[src/hdl/vnsc_pkg.sv]
// Shared types and constants for the nearest-seed color lookup block.
package vnsc_pkg;

   localparam int COORD_BITS        = 8;
   localparam int COLOR_BITS        = 24;
   localparam int INDEX_BITS        = 4;
   localparam int COUNT_BITS        = 4;
   localparam int SQUARE_BITS       = 2 * COORD_BITS;
   localparam int DIST_BITS         = SQUARE_BITS + 1;
   localparam int MAX_SEEDS_DEFAULT = 12;

   localparam logic [COUNT_BITS-1:0] SEED_COUNT_RESET = COUNT_BITS'(4);

   typedef enum logic [0:0] {
      OP_WRITE = 1'b0,
      OP_QUERY = 1'b1
   } op_type;

   typedef struct packed {
      op_type                  operation;
      logic [INDEX_BITS-1:0]   seed_index;
      logic [COORD_BITS-1:0]   seed_x;
      logic [COORD_BITS-1:0]   seed_y;
      logic [COLOR_BITS-1:0]   seed_color;
      logic [COORD_BITS-1:0]   pixel_x;
      logic [COORD_BITS-1:0]   pixel_y;
   } req_type;

   typedef struct packed {
      logic [COLOR_BITS-1:0]   pixel_color;
      logic [INDEX_BITS-1:0]   nearest_index;
      logic [DIST_BITS-1:0]    nearest_distance;
   } rsp_type;

   typedef struct packed {
      logic [COORD_BITS-1:0]   x;
      logic [COORD_BITS-1:0]   y;
      logic [COLOR_BITS-1:0]   color;
   } seed_type;

   typedef struct packed {
      logic write_seed;
      logic start;
      logic issue;
      logic load_out;
   } cmd_type;

   typedef struct packed {
      logic scan_last;
      logic done;
      logic out_free;
   } status_type;

endpackage

[src/hdl/vnsc_datapath.sv]
// Seed table, distance pipeline, running minimum and response register.
module vnsc_datapath #(
   parameter int MAX_SEEDS = vnsc_pkg::MAX_SEEDS_DEFAULT
) (
   input  logic                                clock,
   input  logic                                reset,
   input  vnsc_pkg::req_type                   req_payload,
   input  vnsc_pkg::cmd_type                   cmd,
   output vnsc_pkg::status_type                sts,
   output logic                                rsp_valid,
   input  logic                                rsp_ready,
   output vnsc_pkg::rsp_type                   rsp_payload,
   input  logic                                csr_wr_en,
   input  logic [vnsc_pkg::COUNT_BITS-1:0]     csr_wr_data
);
   import vnsc_pkg::*;

   localparam int IW = (MAX_SEEDS > 1) ? $clog2(MAX_SEEDS) : 1;

   seed_type                 seed_mem [MAX_SEEDS];

   logic [COUNT_BITS-1:0]    seed_count_ff, seed_count_in;
   logic [IW-1:0]            last_idx_ff, last_idx_in;
   logic [IW-1:0]            scan_cnt_ff, scan_cnt_in;
   logic [COORD_BITS-1:0]    pixel_x_ff, pixel_y_ff;

   logic                     s1_valid_ff, s1_first_ff, s1_last_ff;
   logic [IW-1:0]            s1_idx_ff;
   seed_type                 rd_seed_ff;

   logic                     s2_valid_ff, s2_first_ff, s2_last_ff;
   logic [IW-1:0]            s2_idx_ff;
   logic [COLOR_BITS-1:0]    s2_color_ff;
   logic [SQUARE_BITS-1:0]   dx2_ff, dy2_ff;

   logic [COORD_BITS-1:0]    dx, dy;
   logic [DIST_BITS-1:0]     dist_sum;
   logic                     take_best;

   logic [DIST_BITS-1:0]     best_dist_ff;
   logic [IW-1:0]            best_idx_ff;
   logic [COLOR_BITS-1:0]    best_color_ff;
   logic                     done_ff;

   logic                     rsp_valid_ff, rsp_valid_in;
   rsp_type                  rsp_data_ff;

   logic                     wr_hit;
   seed_type                 wr_seed;

   // Configuration register
   always_comb begin
      seed_count_in = seed_count_ff;
      if (csr_wr_en) begin
         seed_count_in = csr_wr_data;
      end
   end

   always_ff @(posedge clock) begin
      if (reset) begin
         seed_count_ff <= SEED_COUNT_RESET;
      end else begin
         seed_count_ff <= seed_count_in;
      end
   end

   // Saturate the active count to 1..MAX_SEEDS and keep its last index
   always_comb begin
      if (seed_count_ff == '0) begin
         last_idx_in = '0;
      end else if (32'(seed_count_ff) > MAX_SEEDS) begin
         last_idx_in = IW'(MAX_SEEDS - 1);
      end else begin
         last_idx_in = IW'(seed_count_ff - COUNT_BITS'(1));
      end
   end

   // Seed table
   assign wr_hit        = cmd.write_seed && (32'(req_payload.seed_index) < MAX_SEEDS);
   assign wr_seed.x     = req_payload.seed_x;
   assign wr_seed.y     = req_payload.seed_y;
   assign wr_seed.color = req_payload.seed_color;

   always_ff @(posedge clock) begin
      if (wr_hit) begin
         seed_mem[IW'(req_payload.seed_index)] <= wr_seed;
      end
   end

   always_ff @(posedge clock) begin
      if (cmd.issue) begin
         rd_seed_ff <= seed_mem[scan_cnt_ff];
      end
   end

   // Scan counter
   always_comb begin
      scan_cnt_in = scan_cnt_ff;
      if (cmd.start) begin
         scan_cnt_in = '0;
      end else if (cmd.issue) begin
         scan_cnt_in = scan_cnt_ff + IW'(1);
      end
   end

   always_ff @(posedge clock) begin
      if (reset) begin
         scan_cnt_ff <= '0;
      end else begin
         scan_cnt_ff <= scan_cnt_in;
      end
   end

   always_ff @(posedge clock) begin
      if (cmd.start) begin
         last_idx_ff <= last_idx_in;
         pixel_x_ff  <= req_payload.pixel_x;
         pixel_y_ff  <= req_payload.pixel_y;
      end
   end

   // Stage 1: table read
   always_ff @(posedge clock) begin
      if (reset) begin
         s1_valid_ff <= 1'b0;
      end else begin
         s1_valid_ff <= cmd.issue;
      end
   end

   always_ff @(posedge clock) begin
      if (cmd.issue) begin
         s1_first_ff <= (scan_cnt_ff == '0);
         s1_last_ff  <= sts.scan_last;
         s1_idx_ff   <= scan_cnt_ff;
      end
   end

   // Stage 2: absolute differences and squares
   assign dx = (pixel_x_ff >= rd_seed_ff.x) ? (pixel_x_ff - rd_seed_ff.x)
                                            : (rd_seed_ff.x - pixel_x_ff);
   assign dy = (pixel_y_ff >= rd_seed_ff.y) ? (pixel_y_ff - rd_seed_ff.y)
                                            : (rd_seed_ff.y - pixel_y_ff);

   always_ff @(posedge clock) begin
      if (reset) begin
         s2_valid_ff <= 1'b0;
      end else begin
         s2_valid_ff <= s1_valid_ff;
      end
   end

   always_ff @(posedge clock) begin
      if (s1_valid_ff) begin
         s2_first_ff <= s1_first_ff;
         s2_last_ff  <= s1_last_ff;
         s2_idx_ff   <= s1_idx_ff;
         s2_color_ff <= rd_seed_ff.color;
         dx2_ff      <= SQUARE_BITS'(dx * dx);
         dy2_ff      <= SQUARE_BITS'(dy * dy);
      end
   end

   // Stage 3: sum and keep the minimum, lowest index on ties
   assign dist_sum  = DIST_BITS'(dx2_ff) + DIST_BITS'(dy2_ff);
   assign take_best = s2_valid_ff && (s2_first_ff || (dist_sum < best_dist_ff));

   always_ff @(posedge clock) begin
      if (take_best) begin
         best_dist_ff  <= dist_sum;
         best_idx_ff   <= s2_idx_ff;
         best_color_ff <= s2_color_ff;
      end
   end

   always_ff @(posedge clock) begin
      if (reset) begin
         done_ff <= 1'b0;
      end else begin
         done_ff <= s2_valid_ff && s2_last_ff;
      end
   end

   // Response register
   always_comb begin
      rsp_valid_in = rsp_valid_ff;
      if (cmd.load_out) begin
         rsp_valid_in = 1'b1;
      end else if (rsp_ready) begin
         rsp_valid_in = 1'b0;
      end
   end

   always_ff @(posedge clock) begin
      if (reset) begin
         rsp_valid_ff <= 1'b0;
      end else begin
         rsp_valid_ff <= rsp_valid_in;
      end
   end

   always_ff @(posedge clock) begin
      if (cmd.load_out) begin
         rsp_data_ff.pixel_color      <= best_color_ff;
         rsp_data_ff.nearest_index    <= INDEX_BITS'(best_idx_ff);
         rsp_data_ff.nearest_distance <= best_dist_ff;
      end
   end

   assign sts.scan_last = (scan_cnt_ff == last_idx_ff);
   assign sts.done      = done_ff;
   assign sts.out_free  = !rsp_valid_ff || rsp_ready;

   assign rsp_valid   = rsp_valid_ff;
   assign rsp_payload = rsp_data_ff;

endmodule

[src/hdl/vnsc_ctrl.sv]
// Controller state machine: accepts beats, sequences the seed scan, hands off the result.
module vnsc_ctrl (
   input  logic                  clock,
   input  logic                  reset,
   input  logic                  req_valid,
   output logic                  req_ready,
   input  vnsc_pkg::op_type      req_operation,
   input  vnsc_pkg::status_type  sts,
   output vnsc_pkg::cmd_type     cmd
);
   import vnsc_pkg::*;

   typedef enum logic [3:0] {
      ST_IDLE    = 4'b0001,
      ST_SCAN    = 4'b0010,
      ST_DRAIN   = 4'b0100,
      ST_RESPOND = 4'b1000
   } state_type;

   state_type state_ff, state_in;

   always_comb begin
      state_in  = state_ff;
      cmd       = '0;
      req_ready = 1'b0;
      case (state_ff)
         ST_IDLE: begin
            req_ready = 1'b1;
            if (req_valid) begin
               if (req_operation == OP_QUERY) begin
                  cmd.start = 1'b1;
                  state_in  = ST_SCAN;
               end else begin
                  cmd.write_seed = 1'b1;
               end
            end
         end
         ST_SCAN: begin
            cmd.issue = 1'b1;
            if (sts.scan_last) begin
               state_in = ST_DRAIN;
            end
         end
         ST_DRAIN: begin
            if (sts.done) begin
               state_in = ST_RESPOND;
            end
         end
         ST_RESPOND: begin
            if (sts.out_free) begin
               cmd.load_out = 1'b1;
               state_in     = ST_IDLE;
            end
         end
         default: begin
            state_in = ST_IDLE;
         end
      endcase
   end

   always_ff @(posedge clock) begin
      if (reset) begin
         state_ff <= ST_IDLE;
      end else begin
         state_ff <= state_in;
      end
   end

endmodule

[src/hdl/voronoi_nearest_seed_color.sv]
// Top level of the nearest-seed color lookup over a small seed table.
//
//   port group   dir   carries
//   req_*        in    seed write or pixel query beat
//   rsp_*        out   color, index and squared distance of the nearest seed
//   csr_*        in    seed_count write, no wait
//
// A seed write is stored in its accept cycle. With n the seed_count held to 1..MAX_SEEDS,
// a pixel query makes n table reads through the single read port, then squares, then sums
// and compares, then registers the scan end, and loads its response once the response
// register is free; the next beat is taken the cycle after the load.
// Reset is synchronous; the seed table holds garbage until written. A response waiting
// on rsp_ready does not block the next beat, only the next response load.
module voronoi_nearest_seed_color #(
   parameter int MAX_SEEDS = vnsc_pkg::MAX_SEEDS_DEFAULT
) (
   input  logic                               clock,
   input  logic                               reset,
   input  logic                               req_valid,
   output logic                               req_ready,
   input  vnsc_pkg::req_type                  req_payload,
   output logic                               rsp_valid,
   input  logic                               rsp_ready,
   output vnsc_pkg::rsp_type                  rsp_payload,
   input  logic                               csr_wr_en,
   input  logic [vnsc_pkg::COUNT_BITS-1:0]    csr_wr_data
);
   import vnsc_pkg::*;

   cmd_type    cmd;
   status_type sts;

   vnsc_ctrl u_ctrl (
      .clock         (clock),
      .reset         (reset),
      .req_valid     (req_valid),
      .req_ready     (req_ready),
      .req_operation (req_payload.operation),
      .sts           (sts),
      .cmd           (cmd)
   );

   vnsc_datapath #(
      .MAX_SEEDS (MAX_SEEDS)
   ) u_datapath (
      .clock       (clock),
      .reset       (reset),
      .req_payload (req_payload),
      .cmd         (cmd),
      .sts         (sts),
      .rsp_valid   (rsp_valid),
      .rsp_ready   (rsp_ready),
      .rsp_payload (rsp_payload),
      .csr_wr_en   (csr_wr_en),
      .csr_wr_data (csr_wr_data)
   );

endmodule

[config.mk]
export PLATFORM = sky130hd
export DESIGN_NAME = voronoi_nearest_seed_color
export DESIGN_NICKNAME = d
export VERILOG_FILES = /design/src/hdl/vnsc_pkg.sv /design/src/hdl/vnsc_datapath.sv /design/src/hdl/vnsc_ctrl.sv /design/src/hdl/voronoi_nearest_seed_color.sv
export SDC_FILE = /design/constraint.sdc
export NUM_CORES = 1
export LEC_CHECK = 0
export BUFFER_PORTS_ARGS = -buffer_cell sky130_fd_sc_hd__buf_2
export CAP_MARGIN = 20
export CORE_MARGIN = 8
export CORE_UTILIZATION = 55
export CTS_BUF_LIST = sky130_fd_sc_hd__clkbuf_16
export DETAILED_ROUTE_END_ITERATION = 8
export PLACE_DENSITY = 0.71
export SLEW_MARGIN = 20
export SYNTH_ARGS = -nofsm -noshare
export SYNTH_HDL_FRONTEND = slang
export SYNTH_SLANG_ARGS = --single-unit
[constraint.sdc]
create_clock -name clock -period 8.6 [get_ports clock]
set_input_delay 0.86 -clock clock [delete_from_list [all_inputs] [get_ports clock]]
set_output_delay 0.86 -clock clock [all_outputs]
set_load 0.01 [all_outputs]
==> results.py, run 1 <==
metrics = {
    "power": {
        "powerDensity_nw_per_um2": 245,
        "p_int_mw": 6.31,
        "power_switching_mw": 2.19,
        "power_mw": 8.51,
        "swShare_pct": 25.8,
        "pwr-share-comb_pct": 19.0,
        "p_clk_share_pct": 34.8,
        "leakage_nw": 12.2,
        "pwr-share-seq_pct": 46.3,
        "ir_worst_vdd_mv": 0.202,
    },
    "timing": {
        "skew_ps": 31.1,
        "timing.hold.ws_ps": 413,
        "clock.fmax_ghz": 0.142,
        "maxSlewViolCount": 0,
        "hold_violations": 0,
        "tightest_slew_ps": 1090,
        "slew_headroom_pct": 27.2,
        "period_share_pct": 81.6,
        "rsz0062_at_grt": "no",
        "finalSetupTns_ps": 0,
        "setup_viol": 0,
        "fin_ws_ps": 1580,
        "layout_min_cycle_time_ps": 7020,
    },
    "detailed_routing": {
        "wl_per_cell_um": 21.6,
        "drt-total-wl_mm": 59.3,
        "viasPerCell": 5.63,
        "remaining_drc_errors": 0,
        "ant_nets": 0,
        "drt-pass1-iter-count": 7,
        "drt_iter0_drc": 1121,
        "vias": 15500,
    },
    "placed_design": {
        "dp.cells": 2612,
        "dpl_worst_slack_ps": 1620,
        "place_area_um2": 32500,
        "portBuffers": 116,
        "hpwlAfterDp_mm": 33.5,
        "gp_congestion": 0.829,
    },
    "yosys": {
        "ys_seq_elements": 712,
        "synth-edff-count": 696,
        "yosysSeqAreaShare_pct": 68.6,
        "yosys.area.top_type": "edfxtp_1",
        "yosysTopAreaCellShare_pct": 67.6,
        "async_flop_share_pct": 0,
        "synth_area_leaders": "edfxtp_1 68%, mux4_2 8.7%, ha_1 5.1%, fa_1 3.5%, inv_1 1.8%",
        "avgSynthCellArea_um2": 17.4,
        "synth_nets": 2027,
        "ys.flop_type": "edfxtp_1",
        "yosysUniqueCellTypes": 60,
        "synth_cells": 1776,
        "mappedNetlistArea_um2": 30900,
        "yosysWarnings": 0,
    },
    "cts": {
        "cts_root_buf": "clkbuf_16",
        "cts_max_level": 3,
        "postCtsSetupBuffers": 0,
        "clockBufferDepth": 3,
        "cts_tree": "yes",
        "postCtsHoldBufs": 0,
        "clkTransAtPathRegs_ps": 60,
        "insertion_delay_ps": 620,
        "cts_resized": 0,
        "clkSinkCount": 712,
        "cts_made_buffers": 72,
    },
    "die": {
        "die_w_um": 253,
        "fp-row-count": 87,
        "core_area_um2": 56000,
        "die_y_um": 253,
        "initial_core_util_pct": 55.3,
        "ios": 117,
        "die_area_um2": 64100,
    },
    "grt": {
        "grt_pass1_wl_mm": 91.1,
        "grt-ovfl-total": 0,
        "first_global_vias": 16000,
        "antenna_found_initial": 9,
        "grt_start_max_net_pins": 111,
        "grt.total_usage_pct": 18.7,
    },
    "final_layout": {
        "fin_cells": 2745,
        "multiInputGateArea_um2": 8980,
        "post-route-util_pct": 62.1,
        "fill_cells": 4018,
        "nets": 2181,
        "regArea_um2": 21200,
        "final_area_um2": 34700,
        "area_growth_pct": 12.4,
        "drive_above_1_share_pct": 20.0,
    },
    "worst_setup_path": {
        "crit_path_end_kind": "register",
        "worst-setup-path-type": "reg -> reg",
        "arrival_ps": 7380,
        "required_ps": 8960,
        "cp-start-kind": "register",
        "worstPathMaxFanout": 11,
    },
    "hold_path": {
        "hold_path_class": "reg -> reg",
    },
    "flow_run": {
        "cap_viol_max_count": 0,
    },
    "status": {
        "outcome": "complete, no violations",
    },
}
-- flip-flops by register name (all words and copies together), names as in the netlist, 4 cells and up --
signal / flops
u_ctrl.state_ff: 4
u_datapath.pixel_y_ff: 8
u_datapath.dx2_ff: 15
u_datapath.best_idx_ff: 4
u_datapath.s2_color_ff: 24
u_datapath.seed_count_ff: 4
u_datapath.last_idx_ff: 4
u_datapath.best_dist_ff: 17
u_datapath.s1_idx_ff: 4
u_datapath.rsp_payload: 45
u_datapath.s2_idx_ff: 4
u_datapath.scan_cnt_ff: 4
u_datapath.seed_mem: 480
u_datapath.rd_seed_ff: 40
u_datapath.pixel_x_ff: 8
u_datapath.best_color_ff: 24
u_datapath.dy2_ff: 15
-- per-layer routing --
| metal | global-route usage [%] | routed length, um | vias to the layer above |
|---|---|---|---|
| met2 | 31.4 | 29400 | 381 |
| li1 | - | - | 7037 |
| met5 | 0 | 32 | - |
| met3 | 4.28 | 3390 | 96 |
| met4 | 5.34 | 1480 | 6 |
| met1 | 24.5 | 25000 | 7935 |
-- power by group through the flow --
stage	Sequential [mW]	Combinational (mW)	Clock (mW)
final	3.93	1.61	2.96
after global placement	4.01	1.59	0
after floorplan	4.01	1.29	0
after CTS	3.93	1.64	3.02
after global routing	3.93	1.87	3.15
after detailed placement	4.01	1.62	0
-- synthesized netlist by cell type, types with 3 or more instances --
| cell | n |
|---|---|
| o21ai_0 | 68 |
| a211o_1 | 3 |
| buf_2 | 11 |
| xnor2_2 | 3 |
| clkbuf_1 | 30 |
| a21oi_2 | 3 |
| nor4_1 | 3 |
| a21oi_1 | 47 |
| nand2_1 | 69 |
| o21a_1 | 6 |
| nand4_1 | 7 |
| o41ai_1 | 3 |
| nor2b_1 | 16 |
| xnor2_1 | 40 |
| fa_1 | 54 |
| buf_6 | 4 |
| nor3_1 | 13 |
| nand2b_1 | 15 |
| mux4_2 | 120 |
| a21o_1 | 22 |
| dfxtp_1 | 16 |
| edfxtp_1 | 696 |
| o21bai_1 | 4 |
| inv_1 | 149 |
| ha_1 | 127 |
| or2_1 | 4 |
| buf_1 | 12 |
| o211ai_1 | 4 |
| o31ai_1 | 3 |
| or3_1 | 4 |
| or2_2 | 5 |
| xor2_1 | 15 |
| mux2i_1 | 55 |
| nand3_1 | 10 |
| nor2_1 | 100 |
-- layout make-up --
| type | count | share of cell area (%) |
|---|---|---|
| Antenna cell | 5 | 0.0360 |
| Inverter | 149 | 1.61 |
| Tap cell | 756 | 2.72 |
| Clock buffer | 73 | 5.26 |
| Timing Repair Buffer | 137 | 2.16 |
| Clock inverter | 55 | 1.27 |
| Multi-Input combinational cell | 858 | 25.8 |
| Sequential cell | 712 | 61.1 |
-- final timing paths --
| kind | start | end | slack [ps] | depth (start not counted) |
|---|---|---|---|---|
| hold reg to reg | u_datapath.s1_idx_ff[0]$_DFFE_PP_ | u_datapath.s2_idx_ff[0]$_DFFE_PP_ | 410 | 0 |
| setup / recovery | u_datapath.pixel_x_ff[0]$_DFFE_PP_ | u_datapath.dx2_ff[15]$_DFFE_PP_ | 1580 | 26 |
| setup reg to reg | u_datapath.pixel_x_ff[0]$_DFFE_PP_ | u_datapath.dx2_ff[15]$_DFFE_PP_ | 1580 | 26 |
| hold / removal | u_datapath.s1_idx_ff[0]$_DFFE_PP_ | u_datapath.s2_idx_ff[0]$_DFFE_PP_ | 410 | 0 |
-- logic make-up after synthesis --
kind of cell / synth area share (%)
mux: 10.7
compound gates: 3.52
flops: 68.6
fa+ha+maj: 8.64
buf+inv: 2.64
xor+xnor: 2.00
simple gates: 3.90
-- cells in the final DEF, fill, tap and decap left out, types with 4 or more instances in the layout --
| cell type | synthesis | final |
|---|---|---|
| edfxtp_1 | 696 | 696 |
| inv_1 | 149 | 163 |
| ha_1 | 127 | 127 |
| mux4_2 | 120 | 120 |
| buf_2 | 11 | 116 |
| nor2_1 | 100 | 92 |
| clkbuf_16 | 0 | 73 |
| nand2_1 | 69 | 69 |
| o21ai_0 | 68 | 68 |
| mux2i_1 | 55 | 55 |
| fa_1 | 54 | 54 |
| a21oi_1 | 47 | 47 |
| xnor2_1 | 40 | 40 |
| a21o_1 | 22 | 22 |
| buf_4 | 0 | 20 |
| clkinv_1 | 0 | 18 |
| nand2b_1 | 15 | 15 |
| nor2b_1 | 16 | 15 |
| xor2_1 | 15 | 15 |
| clkinv_2 | 0 | 11 |
| dfxtp_1 | 16 | 11 |
| nand3_1 | 10 | 10 |
| nor2_4 | 2 | 10 |
| nor3_1 | 13 | 9 |
| nand4_1 | 7 | 7 |
| diode_2 | 0 | 5 |
| o21a_1 | 6 | 5 |
| or2_2 | 5 | 5 |
| o211ai_1 | 4 | 4 |
| or3_1 | 4 | 4 |
| o21bai_1 | 4 | 4 |
| or2_1 | 4 | 4 |
| nor3_2 | 0 | 4 |
| bufinv_16 | 0 | 4 |
-- worst max-delay path, stage by stage, from the launching register on --
cell and delay, ps:
edfxtp_1 380, inv_1 70, ha_1 130, inv_1 70, fa_1 390, a21o_1 200
a21oi_2 190, a21oi_2 100, a211oi_4 480, mux2i_1 270, xor2_1 720, nor2_1 180
fa_1 540, fa_1 490, inv_1 50, fa_1 440, fa_1 490, inv_1 40
ha_1 340, o21ai_0 220, nand2b_1 100, nand4_1 90, o21ai_0 130, a21o_1 220
a21oi_1 160, xor2_1 190, xnor2_1 80
(Power assumes the default switching activity.)
==> run 2, diff against run 1 <==
--- a/config.mk
+++ b/config.mk
@@ -5,6 +5,7 @@
 export SDC_FILE = /design/constraint.sdc
 export NUM_CORES = 1
 export LEC_CHECK = 0
+export ABC_AREA = 1
 export BUFFER_PORTS_ARGS = -buffer_cell sky130_fd_sc_hd__buf_2
 export CAP_MARGIN = 20
 export CORE_MARGIN = 8
==> constraint.sdc (replaced) <==
create_clock -name clock -period 6.9 [get_ports clock]
set_input_delay 0.69 -clock clock [delete_from_list [all_inputs] [get_ports clock]]
set_output_delay 0.69 -clock clock [all_outputs]
set_load 0.01 [all_outputs]
==> run 2 against run 1 <==
Against the previous run: largest power group is now combinational cells; non-clock buffer count up 6; utilization decreased by 0.36 points; critical path type unchanged; largest cell class unchanged; synthesized cell count increased by 44%; critical endpoint is now u_datapath.dy2_ff[12]$_DFFE_PP_.
==> results.py, run 2 <==
metrics = {
    "worst_setup_path": {
        "arrival_ps": 6130,
        "worst-setup-path-type": "reg -> reg",
        "endpoint": "u_datapath.dy2_ff[12]$_DFFE_PP_",
        "rrSetupSlack_ps": 1110,
        "reg2regPathDepth": 26,
        "crit_path_end_kind": "register",
        "required_ps": 7250,
        "cp_top_family": "adder cells",
        "crit_cells": 26,
        "rr_endpoint": "u_datapath.dy2_ff[12]$_DFFE_PP_",
        "worstPathMaxFanout": 9,
        "rr_startpoint": "u_datapath.pixel_y_ff[0]$_DFFE_PP_",
        "cp-start-kind": "register",
        "cpPeakStageDelay_ps": 540,
        "critPathSlowestCell": "fa_1",
        "crit_buf_inv": 5,
        "crit_start": "u_datapath.pixel_y_ff[0]$_DFFE_PP_",
    },
    "power": {
        "pwr-share-comb_pct": 39.5,
        "powerDensity_nw_per_um2": 417,
        "p_clk_share_pct": 25.2,
        "pwr-share-seq_pct": 35.4,
        "power_switching_mw": 5.19,
        "power_mw": 14.8,
        "leakage_nw": 13.5,
        "p_int_mw": 9.60,
        "ir_worst_vdd_mv": 0.578,
        "swShare_pct": 35.1,
    },
    "detailed_routing": {
        "drt-total-wl_mm": 71.0,
        "highest_layer": "met5",
        "wl_met3_mm": 4.74,
        "wl_met2_mm": 35.3,
        "wl_per_cell_um": 20.3,
        "remaining_drc_errors": 0,
        "ant_nets": 0,
        "vias": 19900,
        "drt_iter0_drc": 1965,
        "viasPerCell": 5.67,
        "wl_met1_mm": 29.1,
        "drt-pass1-iter-count": 5,
    },
    "yosys": {
        "yosysTopAreaCellShare_pct": 65.7,
        "ys.flop_type": "edfxtp_1",
        "ys_seq_elements": 712,
        "yosysUniqueCellTypes": 52,
        "yosysWarnings": 0,
        "synthTopCellsByCount": "696 x edfxtp_1, 337 x nor2_1, 307 x nand2_1",
        "synth_cells": 2561,
        "avgSynthCellArea_um2": 12.4,
        "synth_area_leaders": "edfxtp_1 66%, ha_1 5.0%, o21ai_0 4.2%, nor2_1 4.0%, nand2_1 3.6%",
        "synth_nets": 2812,
        "yosysSeqAreaShare_pct": 66.7,
        "synth.most_common_cell": "edfxtp_1",
        "mappedNetlistArea_um2": 31800,
        "synth-edff-count": 696,
        "yosys.area.top_type": "edfxtp_1",
        "async_flop_share_pct": 0,
    },
    "placed_design": {
        "gp_congestion": 0.858,
        "dpl_worst_slack_ps": 1130,
        "portBuffers": 116,
        "place_area_um2": 33200,
        "hpwlAfterDp_mm": 41.2,
        "dp.cells": 3366,
    },
    "final_layout": {
        "fin_cells": 3501,
        "nets": 2927,
        "largest_reg_flops": 480,
        "drive_above_1_share_pct": 11.9,
        "regMostFlops": "u_datapath.seed_mem",
        "post-route-util_pct": 61.7,
        "fill_cells": 4342,
        "area_growth_pct": 11.6,
        "final_common_cell": "edfxtp_1",
        "layout_common_cells": "696 x edfxtp_1, 322 x nor2_1, 307 x nand2_1, 266 x o21ai_0, 236 x inv_1",
        "final_area_um2": 35500,
    },
    "cts": {
        "cts_root_buf": "clkbuf_16",
        "clkSinkCount": 712,
        "cts_tree": "yes",
        "cts_resized": 0,
        "insertion_delay_ps": 600,
        "clockBufferDepth": 3,
        "cts_max_level": 3,
        "cts_made_buffers": 73,
        "clkTransAtPathRegs_ps": 60,
        "postCtsHoldBufs": 0,
        "postCtsSetupBuffers": 0,
    },
    "timing": {
        "tightest_slew_ps": 1090,
        "clock.fmax_ghz": 0.173,
        "layout_min_cycle_time_ps": 5790,
        "timing.hold.ws_ps": 263,
        "skew_ps": 18.2,
        "finalSetupTns_ps": 0,
        "slew_headroom_pct": 27.1,
        "fin_ws_ps": 1110,
        "maxSlewViolCount": 0,
        "rsz0062_at_grt": "no",
        "period_share_pct": 83.9,
        "hold_violations": 0,
        "setup_viol": 0,
    },
    "die": {
        "die_w_um": 256,
        "fp-row-count": 88,
        "ios": 117,
        "core_area_um2": 57500,
        "initial_core_util_pct": 55.3,
        "die_y_um": 256,
        "die_area_um2": 65800,
    },
    "grt": {
        "grt.total_usage_pct": 21.2,
        "antenna_found_initial": 6,
        "first_global_vias": 20200,
        "grt_pass1_wl_mm": 111,
        "grt_start_max_net_pins": 138,
        "grt-ovfl-total": 0,
    },
    "hold_path": {
        "hold_path_class": "in -> reg",
        "hold_path_depth": 1,
    },
    "status": {
        "outcome": "complete, no violations",
    },
    "flow_run": {
        "cap_viol_max_count": 0,
    },
}
## run 2: cell count changes after synthesis, sizes merged, moves of 57 or more
cell,previous run,this run
inv,149,232
nand3,10,89
nor2,103,346
mux4,120,0
nand2,69,327
o21ai,68,274
o22ai,0,120
mux2i,57,0
## run 2: final cells by class
| type | instances | area [um2] | area share, % |
|---|---|---|---|
| Multi-Input combinational cell | 1514 | 9350 | 26.4 |
| Clock buffer | 76 | 1900 | 5.36 |
| Timing Repair Buffer | 143 | 787 | 2.22 |
| Inverter | 232 | 881 | 2.48 |
| Antenna cell | 4 | 10.0 | 0.0282 |
| Tap cell | 765 | 957 | 2.70 |
| Sequential cell | 712 | 21200 | 59.8 |
| Clock inverter | 55 | 368 | 1.04 |
## run 2: logic make-up (layout without fill, tap and decap cells)
family	count (synthesis)	in the layout	share of synthesized area, %
AND/OR/NAND/NOR	787	787	10.4
flip-flops	712	712	66.7
AO/OA/AOI/OAI	488	488	8.51
buffers and inverters	335	506	4.29
adder cells (fa/ha/maj)	181	181	8.39
XOR/XNOR	58	58	1.64
other	0	4	0
## run 2: routing by layer
layer	vias to the layer above	GRT usage (%)
met5	-	0
li1	9251	-
met4	4	7.62
met1	9771	27.0
met2	709	36.3
met3	125	3.86
## run 2: worst register-to-register path, delay by kind of cell (launching register included)
family	cells	cell delay, ps
compound gates	6	1120
xor+xnor	2	340
fa+ha+maj	6	2470
buf+inv	5	340
flops	1	380
simple gates	7	870
## run 2: worst min-delay path by stage
stage          slack, ps                                     to                              startpoint
2_1_floorplan        400  u_datapath.best_color_ff[0]$_DFFE_PP_     u_datapath.s2_color_ff[0]$_DFFE_PP_
3_3_place_gp         400   u_datapath.rsp_payload[41]$_DFFE_PP_  u_datapath.best_color_ff[20]$_DFFE_PP_
3_5_place_dp         400  u_datapath.best_color_ff[2]$_DFFE_PP_     u_datapath.s2_color_ff[2]$_DFFE_PP_
4_1_cts              230     u_datapath.pixel_x_ff[1]$_DFFE_PP_                          req_payload[9]
5_1_grt              240     u_datapath.pixel_x_ff[2]$_DFFE_PP_                         req_payload[10]
6_report             260     u_datapath.pixel_x_ff[5]$_DFFE_PP_                         req_payload[13]
## run 2: power by group through the flow
stage	Sequential [mW]	Combinational, mW	Clock (mW)
after floorplan	5.31	4.58	0
after global placement	5.32	5.73	0
after detailed placement	5.32	5.86	0
after CTS	5.23	5.91	3.78
after global routing	5.24	6.71	3.93
final	5.23	5.84	3.72
